===== src/rtl/mts_pkg.sv =====
package mts_pkg;

  localparam int unsigned DataW = 32;

  localparam logic [1:0] OP_PUSH = 2'd0;
  localparam logic [1:0] OP_POP  = 2'd1;

  localparam logic [1:0] ST_OK        = 2'd0;
  localparam logic [1:0] ST_UNDERFLOW = 2'd1;
  localparam logic [1:0] ST_OVERFLOW  = 2'd2;

  localparam logic signed [DataW-1:0] EMPTY_READ = '1;

  typedef struct packed {
    logic       push_en;
    logic       pop_en;
    logic       fetch_en;
    logic       top_load;
    logic       out_load;
    logic [1:0] status;
  } mts_cmd_t;

  typedef struct packed {
    logic empty;
    logic full;
    logic one_left;
  } mts_stat_t;

endpackage


===== src/rtl/mts_ram.sv =====
module mts_ram #(
  parameter int unsigned Width = 64,
  parameter int unsigned Depth = 64
) (
  input  logic                     clk_i,
  input  logic                     we_i,
  input  logic [$clog2(Depth)-1:0] waddr_i,
  input  logic [Width-1:0]         wdata_i,
  input  logic                     re_i,
  input  logic [$clog2(Depth)-1:0] raddr_i,
  output logic [Width-1:0]         rdata_o
);

  logic [Width-1:0] mem_q [Depth];
  logic [Width-1:0] rdata_q;

  always_ff @(posedge clk_i) begin
    if (we_i) begin
      mem_q[waddr_i] <= wdata_i;
    end
    if (re_i) begin
      rdata_q <= mem_q[raddr_i];
    end
  end

  assign rdata_o = rdata_q;

endmodule


===== src/rtl/mts_ctrl.sv =====
module mts_ctrl
  import mts_pkg::*;
(
  input  logic      clk_i,
  input  logic      rst_ni,
  input  logic      s_tvalid_i,
  output logic      s_tready_o,
  input  logic [1:0] opcode_i,
  output logic      m_tvalid_o,
  input  logic      m_tready_i,
  input  mts_stat_t stat_i,
  output mts_cmd_t  cmd_o
);

  localparam logic S_ACCEPT = 1'b0;
  localparam logic S_FETCH  = 1'b1;

  logic state_q, state_d;
  logic out_valid_q, out_valid_d;
  logic acc, is_push, is_pop;

  assign s_tready_o = (state_q == S_ACCEPT) && (!out_valid_q || m_tready_i);
  assign acc        = s_tvalid_i && s_tready_o;
  assign is_push    = (opcode_i == OP_PUSH);
  assign is_pop     = (opcode_i == OP_POP);

  always_comb begin
    cmd_o          = '0;
    cmd_o.push_en  = acc && is_push && !stat_i.full;
    cmd_o.pop_en   = acc && is_pop && !stat_i.empty;
    cmd_o.fetch_en = cmd_o.pop_en && !stat_i.one_left;
    cmd_o.top_load = (state_q == S_FETCH);
    cmd_o.out_load = (acc && !cmd_o.fetch_en) || cmd_o.top_load;
    if (acc && is_push && stat_i.full) begin
      cmd_o.status = ST_OVERFLOW;
    end else if (acc && is_pop && stat_i.empty) begin
      cmd_o.status = ST_UNDERFLOW;
    end else begin
      cmd_o.status = ST_OK;
    end
  end

  always_comb begin
    state_d = state_q;
    case (state_q)
      S_ACCEPT: begin
        if (cmd_o.fetch_en) begin
          state_d = S_FETCH;
        end
      end
      S_FETCH: begin
        state_d = S_ACCEPT;
      end
      default: begin
        state_d = S_ACCEPT;
      end
    endcase
  end

  always_comb begin
    out_valid_d = out_valid_q;
    if (cmd_o.out_load) begin
      out_valid_d = 1'b1;
    end else if (m_tready_i) begin
      out_valid_d = 1'b0;
    end
  end

  always_ff @(posedge clk_i or negedge rst_ni) begin
    if (!rst_ni) begin
      state_q     <= S_ACCEPT;
      out_valid_q <= 1'b0;
    end else begin
      state_q     <= state_d;
      out_valid_q <= out_valid_d;
    end
  end

  assign m_tvalid_o = out_valid_q;

  // a pending pop never finds the result register occupied
  assert property (@(posedge clk_i) disable iff (!rst_ni)
    (state_q == S_FETCH) |-> !out_valid_q)
    else $error("result register busy during top fetch");

  // a pop that needs the next entry is followed by the fetch cycle
  assert property (@(posedge clk_i) disable iff (!rst_ni)
    cmd_o.fetch_en |=> (state_q == S_FETCH) && cmd_o.out_load)
    else $error("top fetch not completed");

  // no transaction is overwritten before it is taken
  assert property (@(posedge clk_i) disable iff (!rst_ni)
    cmd_o.out_load |-> (!out_valid_q || m_tready_i))
    else $error("result overwritten");

  // the stack never pushes when full or pops when empty
  assert property (@(posedge clk_i) disable iff (!rst_ni)
    !(cmd_o.push_en && stat_i.full) && !(cmd_o.pop_en && stat_i.empty))
    else $error("stack bound violated");

endmodule


===== src/rtl/mts_dp.sv =====
module mts_dp
  import mts_pkg::*;
#(
  parameter int unsigned Depth = 64
) (
  input  logic                    clk_i,
  input  logic                    rst_ni,
  input  mts_cmd_t                cmd_i,
  output mts_stat_t               stat_o,
  input  logic signed [DataW-1:0] push_value_i,
  output logic signed [DataW-1:0] top_value_o,
  output logic signed [DataW-1:0] min_value_o,
  output logic                    is_empty_o,
  output logic [1:0]              status_o
);

  localparam int unsigned CntW  = $clog2(Depth + 1);
  localparam int unsigned AddrW = $clog2(Depth);

  logic [CntW-1:0]          count_q, count_d;
  logic signed [DataW-1:0]  top_q, top_d;
  logic signed [DataW-1:0]  tmin_q, tmin_d;
  logic signed [DataW-1:0]  push_min;
  logic [2*DataW-1:0]       rdata;
  logic [CntW-1:0]          raddr_full;
  logic signed [DataW-1:0]  out_top_q, out_min_q;
  logic                     out_empty_q;
  logic [1:0]               out_status_q;

  assign stat_o.empty    = (count_q == '0);
  assign stat_o.full     = (count_q == CntW'(Depth));
  assign stat_o.one_left = (count_q == CntW'(1));

  assign push_min   = (!stat_o.empty && (tmin_q < push_value_i)) ? tmin_q : push_value_i;
  assign raddr_full = count_q - CntW'(2);

  mts_ram #(
    .Width(2 * DataW),
    .Depth(Depth)
  ) u_ram (
    .clk_i  (clk_i),
    .we_i   (cmd_i.push_en),
    .waddr_i(count_q[AddrW-1:0]),
    .wdata_i({push_min, push_value_i}),
    .re_i   (cmd_i.fetch_en),
    .raddr_i(raddr_full[AddrW-1:0]),
    .rdata_o(rdata)
  );

  always_comb begin
    count_d = count_q;
    top_d   = top_q;
    tmin_d  = tmin_q;
    if (cmd_i.push_en) begin
      count_d = count_q + CntW'(1);
      top_d   = push_value_i;
      tmin_d  = push_min;
    end else if (cmd_i.pop_en) begin
      count_d = count_q - CntW'(1);
    end else if (cmd_i.top_load) begin
      top_d  = rdata[DataW-1:0];
      tmin_d = rdata[2*DataW-1:DataW];
    end
  end

  always_ff @(posedge clk_i or negedge rst_ni) begin
    if (!rst_ni) begin
      count_q <= '0;
    end else begin
      count_q <= count_d;
    end
  end

  always_ff @(posedge clk_i) begin
    top_q  <= top_d;
    tmin_q <= tmin_d;
    if (cmd_i.out_load) begin
      out_empty_q  <= (count_d == '0);
      out_top_q    <= (count_d == '0) ? EMPTY_READ : top_d;
      out_min_q    <= (count_d == '0) ? EMPTY_READ : tmin_d;
      out_status_q <= cmd_i.status;
    end
  end

  assign top_value_o = out_top_q;
  assign min_value_o = out_min_q;
  assign is_empty_o  = out_empty_q;
  assign status_o    = out_status_q;

endmodule


===== src/rtl/min_tracking_stack.sv =====
// Bounded LIFO stack of signed 32-bit values that also reports the minimum of
// everything it holds. Each input transaction carries an opcode in tuser (push,
// pop, or query for any other code) and the push value in tdata; each gives one
// result transaction with the top value and the minimum after the operation
// (both -1 when empty), an empty flag and a status (ok, pop on empty ignored,
// push on full dropped). A push, a query, a rejected operation or a pop that
// empties the stack loads its result directly; a pop that leaves entries passes
// through a fetch state, as the new top comes back from the entry RAM through
// its registered read port. A finished result sits in an output register; while
// it waits the input is held off, and the next transaction is taken in the
// cycle that the result is taken. The RAM needs no clearing after reset.
module min_tracking_stack
  import mts_pkg::*;
#(
  parameter int unsigned DEPTH = 64
) (
  input  logic        clk_i,
  input  logic        rst_ni,
  input  logic        s_tvalid_i,
  output logic        s_tready_o,
  input  logic [31:0] s_tdata_i,   // push_value
  input  logic [1:0]  s_tuser_i,   // opcode
  output logic        m_tvalid_o,
  input  logic        m_tready_i,
  output logic [63:0] m_tdata_o,   // top_value, min_value
  output logic [2:0]  m_tuser_o    // is_empty, status
);

  mts_cmd_t                cmd;
  mts_stat_t               stat;
  logic signed [DataW-1:0] top_value, min_value;
  logic                    is_empty;
  logic [1:0]              status;

  mts_ctrl u_ctrl (
    .clk_i     (clk_i),
    .rst_ni    (rst_ni),
    .s_tvalid_i(s_tvalid_i),
    .s_tready_o(s_tready_o),
    .opcode_i  (s_tuser_i),
    .m_tvalid_o(m_tvalid_o),
    .m_tready_i(m_tready_i),
    .stat_i    (stat),
    .cmd_o     (cmd)
  );

  mts_dp #(
    .Depth(DEPTH)
  ) u_dp (
    .clk_i       (clk_i),
    .rst_ni      (rst_ni),
    .cmd_i       (cmd),
    .stat_o      (stat),
    .push_value_i(s_tdata_i),
    .top_value_o (top_value),
    .min_value_o (min_value),
    .is_empty_o  (is_empty),
    .status_o    (status)
  );

  assign m_tdata_o = {min_value, top_value};
  assign m_tuser_o = {status, is_empty};

endmodule


===== config.mk =====
export PLATFORM = sky130hd
export DESIGN_NAME = min_tracking_stack
export DESIGN_NICKNAME = d
export VERILOG_FILES = /design/src/rtl/mts_pkg.sv /design/src/rtl/mts_ram.sv /design/src/rtl/mts_ctrl.sv /design/src/rtl/mts_dp.sv /design/src/rtl/min_tracking_stack.sv
export SDC_FILE = /design/constraint.sdc
export NUM_CORES = 2
export LEC_CHECK = 0
export BUFFER_PORTS_ARGS = -buffer_cell sky130_fd_sc_hd__buf_2
export CAP_MARGIN = 10
export CORE_MARGIN = 10
export CORE_UTILIZATION = 50
export CTS_CLUSTER_DIAMETER = 100
export DETAILED_ROUTE_END_ITERATION = 8
export HOLD_SLACK_MARGIN = 0.03
export PLACE_DENSITY = 0.62
export SLEW_MARGIN = 25
export SYNTH_ARGS = -nofsm -noshare
export SYNTH_HDL_FRONTEND = slang
export SYNTH_SLANG_ARGS = --single-unit

===== constraint.sdc =====
create_clock -name clk_i -period 11.1 [get_ports clk_i]
set_clock_uncertainty 0.1 [all_clocks]
set_input_delay 1.11 -clock clk_i [delete_from_list [all_inputs] [get_ports clk_i]]
set_output_delay 1.11 -clock clk_i [all_outputs]
set_load 0.02 [all_outputs]

==> metrics.md <==
| Metric | Value |
|---|---|
| Post-Synth XOR/XNOR Area | `0.0320%` |
| Pint | `0.0345 W` |
| Reg clk slew, reported paths | `60 ps` |
| Worst slew margin | `16.9%` |
| Crit path launch | `u_dp.count_q[0]` |
| Most frequent cells in the layout | `edfxtp_1 (4227), mux4_2 (1344), clkbuf_16 (437)` |
| Final setup fails | `0` |
| Post-Route Utilization | `56.9%` |
| Final Max Tran Viols | `0` |
| Sequential element share of the synthesized area | `78.2%` |
| Pwr Density | `265 nW/um^2` |
| Clock group share of total power | `28.8%` |
| Setup bufs post-CTS | `0` |
| RSZ-0062 raised after global routing | `no` |
| Vias per cell | `6.79` |
| EDFF count, synth | `4227` |
| GRT overflow | `0` |
| CP endpoint kind | `flop` |
| Critical Path End | `u_dp.u_ram.rdata_o[12]` |
| Synth Area in Simple Gates | `0.771%` |
| Power, Total | `0.0492 W` |
| Core area | `327000 um^2` |
| Clock buffer count from CTS | `432` |
| Crit path launch type | `flop` |
| CTS root buf | `clkbuf_16` |
| Minimum clock period | `6200 ps` |
| DP Worst Slack | `4680 ps` |
| Fin nets | `7193` |
| Vias in the first global route | `78700` |
| Clock latency at the later pin of the worst-skew pair | `980 ps` |
| First-pass GRT wire length | `669000 um` |
| Net Sw Power | `0.0147 W` |
| Synth Area per Inst | `24.8 um^2` |
| Largest net degree at the start of global routing | `154` |
| Die Y | `593 um` |
| DR WL/cell | `41.4 um` |
| Chip width | `593 um` |
| Peak supply drop | `308 uV` |
| Fin crit share | `55.9%` |
| Final wirelength | `490000 um` |
| Status | `complete, no violations` |
| Mapped Nets | `6715` |
| Antenna-violating nets left | `0` |
| Drt drc | `0` |
| HP Class | `input port to flop` |
| Initial antenna violation count | `22` |
| R2R setup slack | `4900 ps` |
| Gate Count Post-Synth | `6637` |
| Detailed placement HPWL | `257000 um` |
| Max cap viols | `0` |
| Clk buf depth | `4` |
| DRT iter0 DRCs | `12000` |
| Top delay family on crit path | `buffers and inverters` |
| Share of layout cells above drive strength 1 | `33.0%` |
| Commonest non-fill, non-tap cell in the layout | `edfxtp_1` |
| Post-CTS sizing | `0` |
| Synth Flop Type | `edfxtp_1` |
| Synth warnings | `0` |
| Io pins | `107` |
| First-pass iteration count of the detailed router | `6` |
| Final Instance Area | `186000 um^2` |
| # port buffers | `106` |
| Starting Density | `50.2%` |
| Complex-gate fraction of the synthesized area | `0.830%` |
| Rows | `210` |
| Kind of critical path | `flop to flop` |
| Clock sinks | `4300` |
| Seq pwr share | `40.5%` |
| Critical Path RT | `11690 ps` |
| Via count | `80300` |
| CP dominant cell by count | `buf_4` |
| Syn Std Cell Area | `164000 um^2` |
| GP Congestion | `0.883` |
| Switching share of power | `29.9%` |
| Register bit total from synthesis | `4300` |
| CTS tree | `built` |
| Final worst setup slack | `4900 ps` |
| Slowest CP cell | `dfrtp_4` |
| DIE AREA | `352000 um^2` |
| Layout area overhead | `13.2%` |
| Post-synthesis mux area share | `18.8%` |
| DP Area | `172000 um^2` |
| Synth async-reset ratio | `0.209%` |
| Cell Chain, Critical Path | `buf_4, buf_4, buf_4, buf_4, mux4_2, mux4_2, mux4_2` |
| Slew at the pin closest to its max-slew limit | `1250 ps` |
| FMAX | `161 MHz` |
| Worst R2R Start | `u_dp.count_q[0]` |
| Crit path depth | `7` |
| CTS HTree Levels | `5` |
| GRT Total Usage | `27.7%` |
| Post-synthesis cell type count | `48` |
| Worst Path Max Fanout | `41` |
| Worst reg2reg path endpoint | `u_dp.u_ram.rdata_o[12]` |
| Setup TNS | `0 ps` |
| R2R depth | `7` |
| Largest family of logic cells by synthesized area | `multiplexers` |
| Leakage | `57.7 nW` |
| Critical path's largest stage delay | `940 ps` |
| Crit path DAT | `6790 ps` |
| Comb pwr share | `30.7%` |
| Adder-cell area share of the yosys netlist | `0.305%` |
| Hold Vio Cnt, Final | `0` |
| CP bufs+invs | `4` |
[power groups by stage]
stage | clock network (W) | registers (W) | logic [W]
6_report | 0.0142 | 0.0199 | 0.0151
5_1_grt | 0.0150 | 0.0199 | 0.0159
3_5_place_dp | 0 | 0.0203 | 0.0152
2_1_floorplan | 0 | 0.0202 | 0.0103
3_3_place_gp | 0 | 0.0203 | 0.0150
4_1_cts | 0.0143 | 0.0199 | 0.0152
[Yosys cell counts, drive strengths merged, types with 8 or more instances]
library cell	count	share of area, %
edfxtp	4227	77
mux4	1344	18
clkbuf	193	0.44
buf	154	0.46
nor2	84	0.19
inv	76	0.17
dfxtp	64	0.78
mux2i	63	0.38
nand2	62	0.14
a21oi	45	0.14
o21ai	41	0.12
ha	40	0.30
nand2b	37	0.14
o211ai	33	0.15
a22o	32	0.17
o2111ai	32	0.17
or3	32	0.12
dfrtp	9	0.14
nand3	8	0.024
nand4	8	0.030
[worst min-delay path by stage]
stage	to	cells past startpoint	slack (ps)	from
after floorplan	u_dp.top_q[31]	2	390	u_dp.top_q[31]
after global placement	u_dp.top_q[4]	2	450	u_dp.top_q[4]
after global routing	u_ctrl.m_tvalid_o	3	390	s_tvalid_i
after CTS	u_ctrl.m_tvalid_o	3	330	s_tvalid_i
after detailed placement	u_dp.top_q[15]	2	450	u_dp.top_q[15]
final	u_ctrl.m_tvalid_o	3	390	s_tvalid_i
[cells by family after synthesis]
family	count (synthesis)
buffers and inverters	423
AOI/OAI and AO/OA	199
muxes	1408
and+or+nand+nor	261
DFF	4300
adders and majority gates	40
xor gates and xnor gates	6
[registers in the layout (all words and copies together) (netlist names)]
signal / cells
u_dp.count_q: 7
u_ctrl.state_q: 1
u_dp.u_ram.mem_q: 4096
u_dp.u_ram.rdata_o: 64
u_dp.status_o: 2
u_dp.top_value_o: 32
u_dp.top_q: 32
u_ctrl.m_tvalid_o: 1
u_dp.is_empty_o: 1
u_dp.tmin_q: 32
u_dp.min_value_o: 32
[stage by stage]
stage	cells	hold slack (ps)
finish	11800	392
global route	11800	392
CTS	11800	335
detailed placement	11000	454
global placement	11000	448
floorplan	6637	389
[worst register-to-register path, cell delays in order, from the launching register on]
cell and delay, ps:
dfrtp_4 940, buf_4 840, buf_4 860, buf_4 750, buf_4 820, mux4_2 630, mux4_2 510, mux4_2 460
[metal layers]
metal  wire, um  GRT usage, %  part of all wire (%)
met1     179000          38.1                    37
met2     233000          43.2                    47
met3      51600          5.62                    11
met4      26900          12.9                   5.5
met5         16             0                0.0033
[timing repair]
action | in CTS | in global routing
endpoints found under the setup margin | 0 | 0
hold buffers | 1 | 0
hold endpoints to repair | 9 | 0
[layout make-up]
type | instances | area (um^2)
multi-input combinational | 1914 | 35100
fill | 23300 | 141000
tap | 4346 | 5440
clock buffer | 533 | 11400
timing repair buffer | 391 | 3020
clock inverter | 269 | 2310
antenna | 8 | 20.0
inverter | 76 | 285
sequential | 4300 | 128000
No activity file was read; power rests on OpenSTA's default activity.
